$ cat src/sv/lift_reset_torque_sequencer_assert.svh
// Assertion macros for the lift reset torque sequencer.
// Each macro is used on a line of its own, without a trailing semicolon.
`ifndef LIFT_RESET_TORQUE_SEQUENCER_ASSERT_SVH
`define LIFT_RESET_TORQUE_SEQUENCER_ASSERT_SVH

`ifndef SYNTHESIS

`define LRTS_ASSERT_IMP(label, clk, rst, ante, cons, msg) \
  label: assert property (@(posedge clk) disable iff (rst) (ante) |-> (cons)) \
    else $error(msg);

`define LRTS_ASSERT_NXT(label, clk, rst, ante, cons, msg) \
  label: assert property (@(posedge clk) disable iff (rst) (ante) |=> (cons)) \
    else $error(msg);

`else

`define LRTS_ASSERT_IMP(label, clk, rst, ante, cons, msg)

`define LRTS_ASSERT_NXT(label, clk, rst, ante, cons, msg)

`endif

`endif

$ cat src/sv/lrts_pkg.sv
`default_nettype none

package lrts_pkg;

  typedef enum logic [2:0] {
    MODE_TICK   = 3'd0,
    MODE_UP     = 3'd1,
    MODE_DOWN   = 3'd2,
    MODE_REMOVE = 3'd3,
    MODE_ADD    = 3'd4
  } mode_t;

  typedef enum logic [2:0] {
    PH_UNINIT = 3'd0,
    PH_IDLE   = 3'd1,
    PH_UP     = 3'd2,
    PH_DOWN   = 3'd3,
    PH_ADD    = 3'd4,
    PH_REMOVE = 3'd5
  } phase_t;

  typedef enum logic [1:0] {
    REG_TORQUE_LIMIT  = 2'd0,
    REG_SLACK_TIMEOUT = 2'd1,
    REG_SLACK_GAIN    = 2'd2
  } reg_index_t;

  localparam int HEIGHT_W   = 20;
  localparam int POS_W      = 32;
  localparam int TORQUE_W   = 11;
  localparam int SLACK_W    = 28;
  localparam int LIMIT_W    = 14;
  localparam int TIMEOUT_W  = 16;
  localparam int GAIN_W     = 24;

  localparam logic signed [TORQUE_W-1:0] TQ_ZERO     = 11'sd0;
  localparam logic signed [TORQUE_W-1:0] TQ_FIRST    = 11'sd800;
  localparam logic signed [TORQUE_W-1:0] TQ_SECOND   = 11'sd600;
  localparam logic signed [TORQUE_W-1:0] TQ_THIRD    = 11'sd400;
  localparam logic signed [TORQUE_W-1:0] TQ_HOLD     = 11'sd300;
  localparam logic signed [TORQUE_W-1:0] TQ_PAY_OUT  = -11'sd300;

  localparam logic [HEIGHT_W-1:0] MOVE_THRESHOLD = 20'd1000;

  localparam logic [LIMIT_W-1:0]   LIMIT_RESET   = 14'd1000;
  localparam logic [TIMEOUT_W-1:0] TIMEOUT_RESET = 16'd5000;
  localparam logic [GAIN_W-1:0]    GAIN_RESET    = 24'd410127;

  // One decoded request as it sits in the input register.
  typedef struct packed {
    mode_t                     mode;
    logic [HEIGHT_W-1:0]       target;
    logic [HEIGHT_W-1:0]       height;
    logic signed [POS_W-1:0]   motor_position;
    logic [HEIGHT_W-1:0]       band_one;
    logic [HEIGHT_W-1:0]       band_two;
    logic [SLACK_W-1:0]        slack_distance;
  } item_t;

  typedef struct packed {
    logic [LIMIT_W-1:0]   torque_limit;
    logic [TIMEOUT_W-1:0] slack_timeout;
  } cfg_t;

endpackage

`default_nettype wire

$ cat src/sv/lrts_core.sv
`default_nettype none

// Sequencer state and result register. One request is retired per fire.
module lrts_core (
  input  wire logic                               clk,
  input  wire logic                               rst,
  input  wire logic                               fire,
  input  wire lrts_pkg::item_t                    item,
  input  wire lrts_pkg::cfg_t                     cfg,
  output logic signed [lrts_pkg::TORQUE_W-1:0]    torque,
  output lrts_pkg::phase_t                        phase
);

  lrts_pkg::phase_t                          lift_phase, lift_phase_next;
  logic [lrts_pkg::HEIGHT_W-1:0]             band_start, band_start_next;
  logic [lrts_pkg::HEIGHT_W-1:0]             band_one, band_one_next;
  logic [lrts_pkg::HEIGHT_W-1:0]             band_two, band_two_next;
  logic [lrts_pkg::HEIGHT_W-1:0]             goal_height, goal_height_next;
  logic [lrts_pkg::HEIGHT_W-1:0]             captured_height, captured_height_next;
  logic [lrts_pkg::TIMEOUT_W-1:0]            drive_ticks, drive_ticks_next;
  logic signed [lrts_pkg::POS_W-1:0]         start_position, start_position_next;
  logic [lrts_pkg::SLACK_W-1:0]              slack_distance, slack_distance_next;
  logic signed [lrts_pkg::TORQUE_W-1:0]      torque_next;

  logic signed [lrts_pkg::TORQUE_W-1:0]      up_torque;
  logic                                      up_done;
  logic signed [20:0]                        height_delta;
  logic [19:0]                               height_moved;
  logic signed [lrts_pkg::POS_W:0]           pos_moved;

  // Go-up torque: later bands override earlier ones, as the climb proceeds.
  always_comb begin
    up_torque = lrts_pkg::TQ_ZERO;
    up_done   = 1'b0;
    if (item.height > band_start) begin
      up_torque = lrts_pkg::TQ_FIRST;
    end
    if (band_start >= item.height && item.height > band_one) begin
      up_torque = lrts_pkg::TQ_FIRST;
    end
    if (band_one >= item.height && item.height > band_two) begin
      up_torque = lrts_pkg::TQ_SECOND;
    end
    if (band_two >= item.height && item.height > goal_height) begin
      up_torque = lrts_pkg::TQ_THIRD;
    end
    if (goal_height >= item.height) begin
      up_torque = lrts_pkg::TQ_HOLD;
      up_done   = 1'b1;
    end
    if ($signed({4'd0, up_torque}) > $signed({1'b0, cfg.torque_limit})) begin
      up_torque = lrts_pkg::TQ_ZERO;
    end
  end

  always_comb begin
    height_delta = $signed({1'b0, item.height}) - $signed({1'b0, captured_height});
    height_moved = height_delta[20] ? 20'(-height_delta) : height_delta[19:0];
    pos_moved    = (lrts_pkg::POS_W+1)'(start_position) -
                   (lrts_pkg::POS_W+1)'(item.motor_position);
  end

  always_comb begin
    lift_phase_next      = lift_phase;
    band_start_next      = band_start;
    band_one_next        = band_one;
    band_two_next        = band_two;
    goal_height_next     = goal_height;
    captured_height_next = captured_height;
    drive_ticks_next     = drive_ticks;
    start_position_next  = start_position;
    slack_distance_next  = slack_distance;
    torque_next          = lrts_pkg::TQ_ZERO;

    case (item.mode)
      lrts_pkg::MODE_UP: begin
        band_start_next      = item.height;
        captured_height_next = item.height;
        goal_height_next     = item.target;
        band_one_next        = item.band_one;
        band_two_next        = item.band_two;
        lift_phase_next      = lrts_pkg::PH_UP;
      end
      lrts_pkg::MODE_DOWN: begin
        goal_height_next     = item.target;
        captured_height_next = item.height;
        lift_phase_next      = lrts_pkg::PH_DOWN;
      end
      lrts_pkg::MODE_REMOVE: begin
        captured_height_next = item.height;
        drive_ticks_next     = '0;
        lift_phase_next      = lrts_pkg::PH_REMOVE;
      end
      lrts_pkg::MODE_ADD: begin
        start_position_next = item.motor_position;
        slack_distance_next = item.slack_distance;
        lift_phase_next     = lrts_pkg::PH_ADD;
      end
      default: begin
        // A plain tick, and the unused mode codes, run the armed motion.
        case (lift_phase)
          lrts_pkg::PH_UP: begin
            torque_next = up_torque;
            if (up_done) begin
              lift_phase_next = lrts_pkg::PH_IDLE;
            end
          end
          lrts_pkg::PH_DOWN: begin
            if (item.height >= goal_height) begin
              torque_next     = lrts_pkg::TQ_HOLD;
              lift_phase_next = lrts_pkg::PH_IDLE;
            end
          end
          lrts_pkg::PH_REMOVE: begin
            if (drive_ticks < cfg.slack_timeout &&
                height_moved < lrts_pkg::MOVE_THRESHOLD) begin
              torque_next      = lrts_pkg::TQ_HOLD;
              drive_ticks_next = drive_ticks + 1'b1;
            end else begin
              lift_phase_next = lrts_pkg::PH_IDLE;
            end
          end
          lrts_pkg::PH_ADD: begin
            if (pos_moved < $signed({5'd0, slack_distance})) begin
              torque_next = lrts_pkg::TQ_PAY_OUT;
            end else begin
              lift_phase_next = lrts_pkg::PH_IDLE;
            end
          end
          default: begin
            torque_next = lrts_pkg::TQ_ZERO;
          end
        endcase
      end
    endcase
  end

  always_ff @(posedge clk) begin
    if (rst) begin
      lift_phase      <= lrts_pkg::PH_UNINIT;
      band_start      <= '0;
      band_one        <= '0;
      band_two        <= '0;
      goal_height     <= '0;
      captured_height <= '0;
      drive_ticks     <= '0;
      start_position  <= '0;
      slack_distance  <= '0;
    end else if (fire) begin
      lift_phase      <= lift_phase_next;
      band_start      <= band_start_next;
      band_one        <= band_one_next;
      band_two        <= band_two_next;
      goal_height     <= goal_height_next;
      captured_height <= captured_height_next;
      drive_ticks     <= drive_ticks_next;
      start_position  <= start_position_next;
      slack_distance  <= slack_distance_next;
    end
  end

  always_ff @(posedge clk) begin
    if (fire) begin
      torque <= torque_next;
      phase  <= lift_phase_next;
    end
  end

endmodule

`default_nettype wire

$ cat config.mk
export PLATFORM = sky130hd
export DESIGN_NAME = lrts_core
export DESIGN_NICKNAME = d
export VERILOG_FILES = /design/src/sv/lift_reset_torque_sequencer_assert.svh /design/src/sv/lrts_pkg.sv /design/src/sv/lrts_core.sv
export SDC_FILE = /design/constraint.sdc
export NUM_CORES = 1
export LEC_CHECK = 0
export BUFFER_PORTS_ARGS = -buffer_cell sky130_fd_sc_hd__buf_2
export CAP_MARGIN = 20
export CORE_MARGIN = 3
export CORE_UTILIZATION = 45
export CTS_CLUSTER_SIZE = 14
export DETAILED_ROUTE_END_ITERATION = 6
export PLACE_DENSITY = 0.62
export SYNTH_ARGS = -nofsm -noshare
export SYNTH_HDL_FRONTEND = slang
export SYNTH_SLANG_ARGS = --single-unit
$ cat constraint.sdc
create_clock -name clk -period 5.5 [get_ports clk]
set_input_delay 0.275 -clock clk [delete_from_list [all_inputs] [get_ports clk]]
set_output_delay 0.275 -clock clk [all_outputs]
set_load 0.01 [all_outputs]
Word level (Yosys, flattened, before mapping)
Index checks and enable logic that the tools add are counted.
Widths: inputs -> output; s select.
{"block": "classes", "n_mux": 21, "n_eq_ne": 8, "magnitude_cmp": 13, "n_reduce_logical": 15, "n_addsub": 4, "n_bitwise": 1}
{"operator": "$ge 20x20->1", "count": 5}
{"operator": "$gt 20x20->1", "count": 4}
{"operator": "$mux 11", "count": 6}
{"operator": "$pmux 11 s4", "count": 1}
{"operator": "$lt 33x29->1", "count": 1}
{"operator": "$sub 32x32->33", "count": 1}
{"operator": "$mux 16", "count": 2}
{"operator": "$pmux 16 s2", "count": 1}
{"operator": "$pmux 3 s4", "count": 2}
{"operator": "$sub 20x20->21", "count": 1}
{"operator": "$lt 20x10->1 const B", "count": 1}
{"operator": "$mux 20", "count": 1}
{"operator": "$neg 20->20", "count": 1}
{"operator": "$mux 9", "count": 2}
{"operator": "$add 16x1->16 const B", "count": 1}
{"operator": "$lt 16x16->1", "count": 1}
{"operator": "$gt 11x14->1", "count": 1}
{"operator": "$eq 3x2->1 const B", "count": 4}
{"operator": "$mux 3", "count": 4}
{"operator": "$mux 10", "count": 1}
{"operator": "$eq 3x3->1 const B", "count": 3}
{"operator": "$reduce_and 2->1", "count": 4}
{"operator": "$reduce_or 3->1", "count": 2}
{"operator": "$logic_and 1x1->1", "count": 4}
{"operator": "other kinds (7)", "count": 8}
{"block": "totals", "wordCells": 73, "output_inout_bits": 14, "regBits": 193, "input_bits": 176}

Longest topological paths before layout
{"block": "logic_depth", "depth_word": 9, "ltp_mapped": 25, "mapped_depth_nobuf": 25}

Worst setup path after synthesis
No wires, ideal clock.
{"block": "synth_timing", "path_type": "flip-flop to flip-flop", "start": "register start_position[0] (netlist bit)", "end": "register phase[0] (data pin)", "path_slack_ns": 0.548, "n_path_buf": 0, "path_stages_with_launch": 26, "t_arrival_ns": 4.693, "synth_period_minus_slack_ns": 4.952, "path_cell_list": "dfxtp_1 > inv_1 > ha_1 > inv_1 > fa_1 > a21o_1 > a21oi_1 > o21a_1 > nor3_1 > nor3_1 > o31ai_1 > a21oi_1 > xnor2_1 > ha_1 > a21o_1 > a211o_1 > o211ai_1 > o2111ai_1 > o2bb2ai_1 > a211o_1 > nor4_1 > o21ai_0 > a2111oi_0 > nor3_1 > o211ai_1 > nand2_1"}
{"block": "synth_between", "elab_chain_cells": 5}
{"element": "from (decl)", "line": "lrts_core.sv:21", "text": "logic signed [lrts_pkg::POS_W-1:0] start_position, start_position_next;"}
{"element": "from (signal assigned)", "line": "lrts_core.sv:157", "text": "start_position <= start_position_next;"}
{"element": "$sub 32x32->33", "line": "lrts_core.sv:59", "text": "pos_moved = (lrts_pkg::POS_W+1)'(start_position) -"}
{"element": "$lt 33x29->1", "line": "lrts_core.sv:124", "text": "if (pos_moved < $signed({5'd0, slack_distance})) begin"}
{"element": "$mux 3", "line": "lrts_core.sv:124"}
{"element": "$pmux 3 s4", "line": "lrts_core.sv:101", "text": "case (lift_phase)"}
{"element": "$pmux 3 s4", "line": "lrts_core.sv:75", "text": "case (item.mode)"}
{"element": "net lift_phase_next[0]", "line": "lrts_core.sv:14", "text": "lrts_pkg::phase_t lift_phase, lift_phase_next;"}
{"element": "to (signal assigned)", "line": "lrts_core.sv:165", "text": "phase <= lift_phase_next;"}
{"element": "to (decl)", "line": "lrts_core.sv:11", "text": "output lrts_pkg::phase_t phase"}
The timed path passes the listed nets, and every way through them passes these cells.
A chain may end at the register's enable or synchronous reset.

Worst setup path in the final report
{"block": "layout_timing", "start": "register start_position[3] (netlist bit)", "end": "register phase[0] (data pin)"}
The elaborated chain is that of the path after synthesis.

==> impl_results.md <==
* Status: finished, final reports clean
* Commonest register cell after synthesis: sky130_fd_sc_hd__dfxtp_1
* Die outline height at 174 um
* Number of antenna violations at the first check in global routing at 3
* Initial DRT Pass Iterations at 5
* Final-layout fill cell count at about 2.8k
* Detail Placement HPWL at 26.6 mm
* DRC violation count after routing at 0
* Data arrival time of the worst path at 5.32 ns
* Post-detailed-placement cell area at 0.0139 sq mm
* Initial standard-cell utilization of the core at 46.3%
* Area enclosed by the die boundary at 0.0302 sq mm
* Fraction of registers with async set/reset at 0%
* Number of maximum-capacitance violations at 0
* CTS max path bufs at 2
* Area Growth Syn to Fin at 15.2%
* Data required, critical path at 5.67 ns
* First-pass GRT wire length at ~57 mm
* Cell area after layout at ~0.015 sq mm
* Share of the yosys chip area belonging to registers at 28.0%
* Total CTS buffers at 17
* Nets at ~2.2k
* Synthesized netlist cell count at approximately 1.7k
* Placeable core region at around 0.027 sq mm
* Vias per std cell at 5.39
* Maximum vdd drop at between 150 and 200 uV
* Number of buffers inserted by hold repair at cts at 0
* Static leakage power at 6.50 nW
* H-tree lvl count at 4
* ANT nets after route at 0
* Die width at between 150 and 200 um
* Synthesized flop and latch total at 171
* Vias at 12.0k
* Crit path max-delay cell type: sky130_fd_sc_hd__a221o_1
* Highest cell delay on the worst timing path at approximately 0.44 ns
* Fraction of the cycle the final worst path needs at 93.6%
* Unrepaired setup endpoints after global routing: false
* Critical Path, Cell by Cell: ha_1 > a21o_1 > a21oi_1 > a21boi_2 > a221o_1 > a21oi_2 > nor2_1 > o21ai_0 > nand2b_1 > a31oi_1 > xnor2_1 > ha_1 > a211o_1 > o211ai_1 > o2111ai_1 > o2bb2ai_1 > a211o_1 > nor4_1 > o21ai_1 > a2111oi_2 > buf_4 > nor3_4 > o211ai_1 > nand2_1
* Clock-pin slew reported for the worst setup and hold paths after clock tree synthesis at 0.07 ns
* Area taken by multi-input logic gates at 0.00829 sq mm
* Via count of the first global-routing pass at 11.4k
* Number of warnings issued by yosys at 0
* Global-route usage over all layers at 22.3%
* Top fanout value on the critical path at 7
* Post-Route Skew at 0.0139 ns
* First-iteration detailed-routing DRC count at 844
* Clock period minus final worst setup slack at ~5.1 ns
* Root buffer cell: sky130_fd_sc_hd__clkbuf_16
* Category of the most critical setup path: flop to flop
* Number of buffer and inverter stages on the critical path at 1
* Crit start category: flop
* Total wirelength of the detailed-routed design at 34.4 mm
* Global route overflow at 0
* Average instance area after synthesis at 7.50 sq um
* Core occupancy in the finished layout at between 50% and 60%
* Sum of internal, switching and leakage power at approximately 3.3 mW
* FMAX at slightly below 200 MHz
* Clock sinks at 171
* Area of the mapped netlist at 0.0127 sq mm
* EDFF count, synth at 12
* Routability cong. at 0.887
* Number of failing setup endpoints in the final timing report at 0
* Routed wire per std cell at roughly 15 um
* Fraction of final layout cells with drive strength greater than 1 at 14.1%
* Accumulated negative setup slack at 0 ns
* Most frequent cells in the layout: 339 x sky130_fd_sc_hd__nand2_1, 226 x sky130_fd_sc_hd__a21oi_1, 186 x sky130_fd_sc_hd__buf_2, 165 x sky130_fd_sc_hd__inv_1, 163 x sky130_fd_sc_hd__ha_1
* Class of the tightest hold or removal check: input port to flop
* Pin count of the biggest net entering global routing at 87
* Worst-skew pair later-pin latency at 0.43 ns
* I/O pins at 190
* Leading cell type in the layout, fill and taps excluded: sky130_fd_sc_hd__nand2_1
* Normalized max-slew margin at 35.8%
* Transition time at the pin with the least slew margin at 0.963 ns
* Kind of cell adding the most delay to the critical path: compound AO/OA/AOI/OAI gates
* Port bufs at ~190
* Number of distinct standard cells referenced by the synthesized netlist at 78
* Max Slew Vio Count at 0
* PwrDens at ~220 mW/mm^2
* Sequential cell area at 0.00354 sq mm
* Number of endpoints with negative hold slack in the final report at 0
* CTS tree: done
* Std-Cell Rows at 60
* Crit. End Element: flop
[kinds of logic after synthesis]
family,count (synthesis),synth area share (%)
flops,171,28.0
mux,5,0.415
xor+xnor,42,2.91
buf+inv,235,7.04
compound gates,475,23.7
other cells,1,0.0296
simple gates,593,21.5
fa+ha+maj,165,16.4
[tightest hold or removal path: stages]
cell	delay, ns
sky130_fd_sc_hd__buf_2	0.10
sky130_fd_sc_hd__nand2_1	0.04
sky130_fd_sc_hd__a21oi_1	0.05
[per-layer routing]
layer | vias up | share of wire (%) | track usage (%)
met5 | - | 0.064 | 0
met4 | 4 | 1.4 | 4.39
met3 | 29 | 4.2 | 3.53
met2 | 261 | 45 | 36.6
met1 | 5502 | 49 | 31.3
li1 | 6182 | - | -
[stage by stage]
step,hold slack (ns),instances,setup WS (ns)
5_1_grt,0.0615,2222,0.00369
4_1_cts,0.0569,2220,0.183
2_1_floorplan,0.387,1688,0.548
3_3_place_gp,0.442,2188,0.286
3_5_place_dp,0.446,2188,0.155
6_report,0.0759,2222,0.351
[flip-flops by register name, indices dropped and copies added (netlist names)]
register,flops
goal_height,20
slack_distance,28
phase,3
lift_phase,3
drive_ticks,16
captured_height,20
band_one,20
start_position,32
torque,9
band_two,20
[synthesized netlist by cell type (7+ instances only)]
library cell / count / area, sq um
sky130_fd_sc_hd__nand2b_1: 25 / 156
sky130_fd_sc_hd__nand3_1: 22 / 110
sky130_fd_sc_hd__clkbuf_1: 67 / 251
sky130_fd_sc_hd__dfxtp_1: 159 / 3180
sky130_fd_sc_hd__nor4_1: 10 / 62.6
sky130_fd_sc_hd__nand4_1: 34 / 213
sky130_fd_sc_hd__nor3_1: 27 / 135
sky130_fd_sc_hd__edfxtp_1: 12 / 360
sky130_fd_sc_hd__and2_1: 10 / 62.6
sky130_fd_sc_hd__nor2_1: 59 / 221
sky130_fd_sc_hd__and3_1: 15 / 93.8
sky130_fd_sc_hd__o21ai_0: 46 / 230
sky130_fd_sc_hd__o21a_1: 12 / 90.1
sky130_fd_sc_hd__a21oi_1: 228 / 1140
sky130_fd_sc_hd__a21o_1: 69 / 518
sky130_fd_sc_hd__a211oi_1: 10 / 75.1
sky130_fd_sc_hd__inv_1: 165 / 619
sky130_fd_sc_hd__nand2_1: 339 / 1270
sky130_fd_sc_hd__xor2_1: 12 / 105
sky130_fd_sc_hd__ha_1: 163 / 2040
sky130_fd_sc_hd__a211o_1: 10 / 87.6
sky130_fd_sc_hd__o211ai_1: 10 / 75.1
sky130_fd_sc_hd__a31oi_1: 15 / 93.8
sky130_fd_sc_hd__o31ai_1: 7 / 52.6
sky130_fd_sc_hd__xnor2_1: 30 / 263
sky130_fd_sc_hd__nor2b_1: 17 / 106
[where the power goes]
part,internal [mW],leakage (nW),switching [mW]
Sequential,1.28,1.41,0.0195
Clock,0.723,0.296,0.552
Combinational,0.276,4.80,0.406
[what timing repair did]
action,CTS,global route
setup buffers,0,0
endpoints found under the setup margin,0,10
gates resized for setup,0,12
[final timing paths]
path                            slack (ns)                        startpoint                          endpoint  cells after the start
worst min register to register        0.45  captured_height[13]$_SDFFE_PP0P_  captured_height[13]$_SDFFE_PP0P_                      2
worst min-delay path                  0.08                          item[11]   slack_distance[11]$_SDFFE_PP0P_                      3
worst max-delay path                  0.35    start_position[3]$_SDFFE_PP0P_                phase[0]$_DFFE_PP_                     24
worst max register to register        0.35    start_position[3]$_SDFFE_PP0P_                phase[0]$_DFFE_PP_                     24
[layout make-up]
class,count,area share (%)
repair buffers,199,7.19
inverters,165,4.25
diodes,1,0.0172
multi-input cells,1282,56.8
well taps,372,3.19
flip-flops and latches,171,24.3
clock inverters,12,1.01
clock buffers,20,3.21
(Power assumes the default switching activity.)
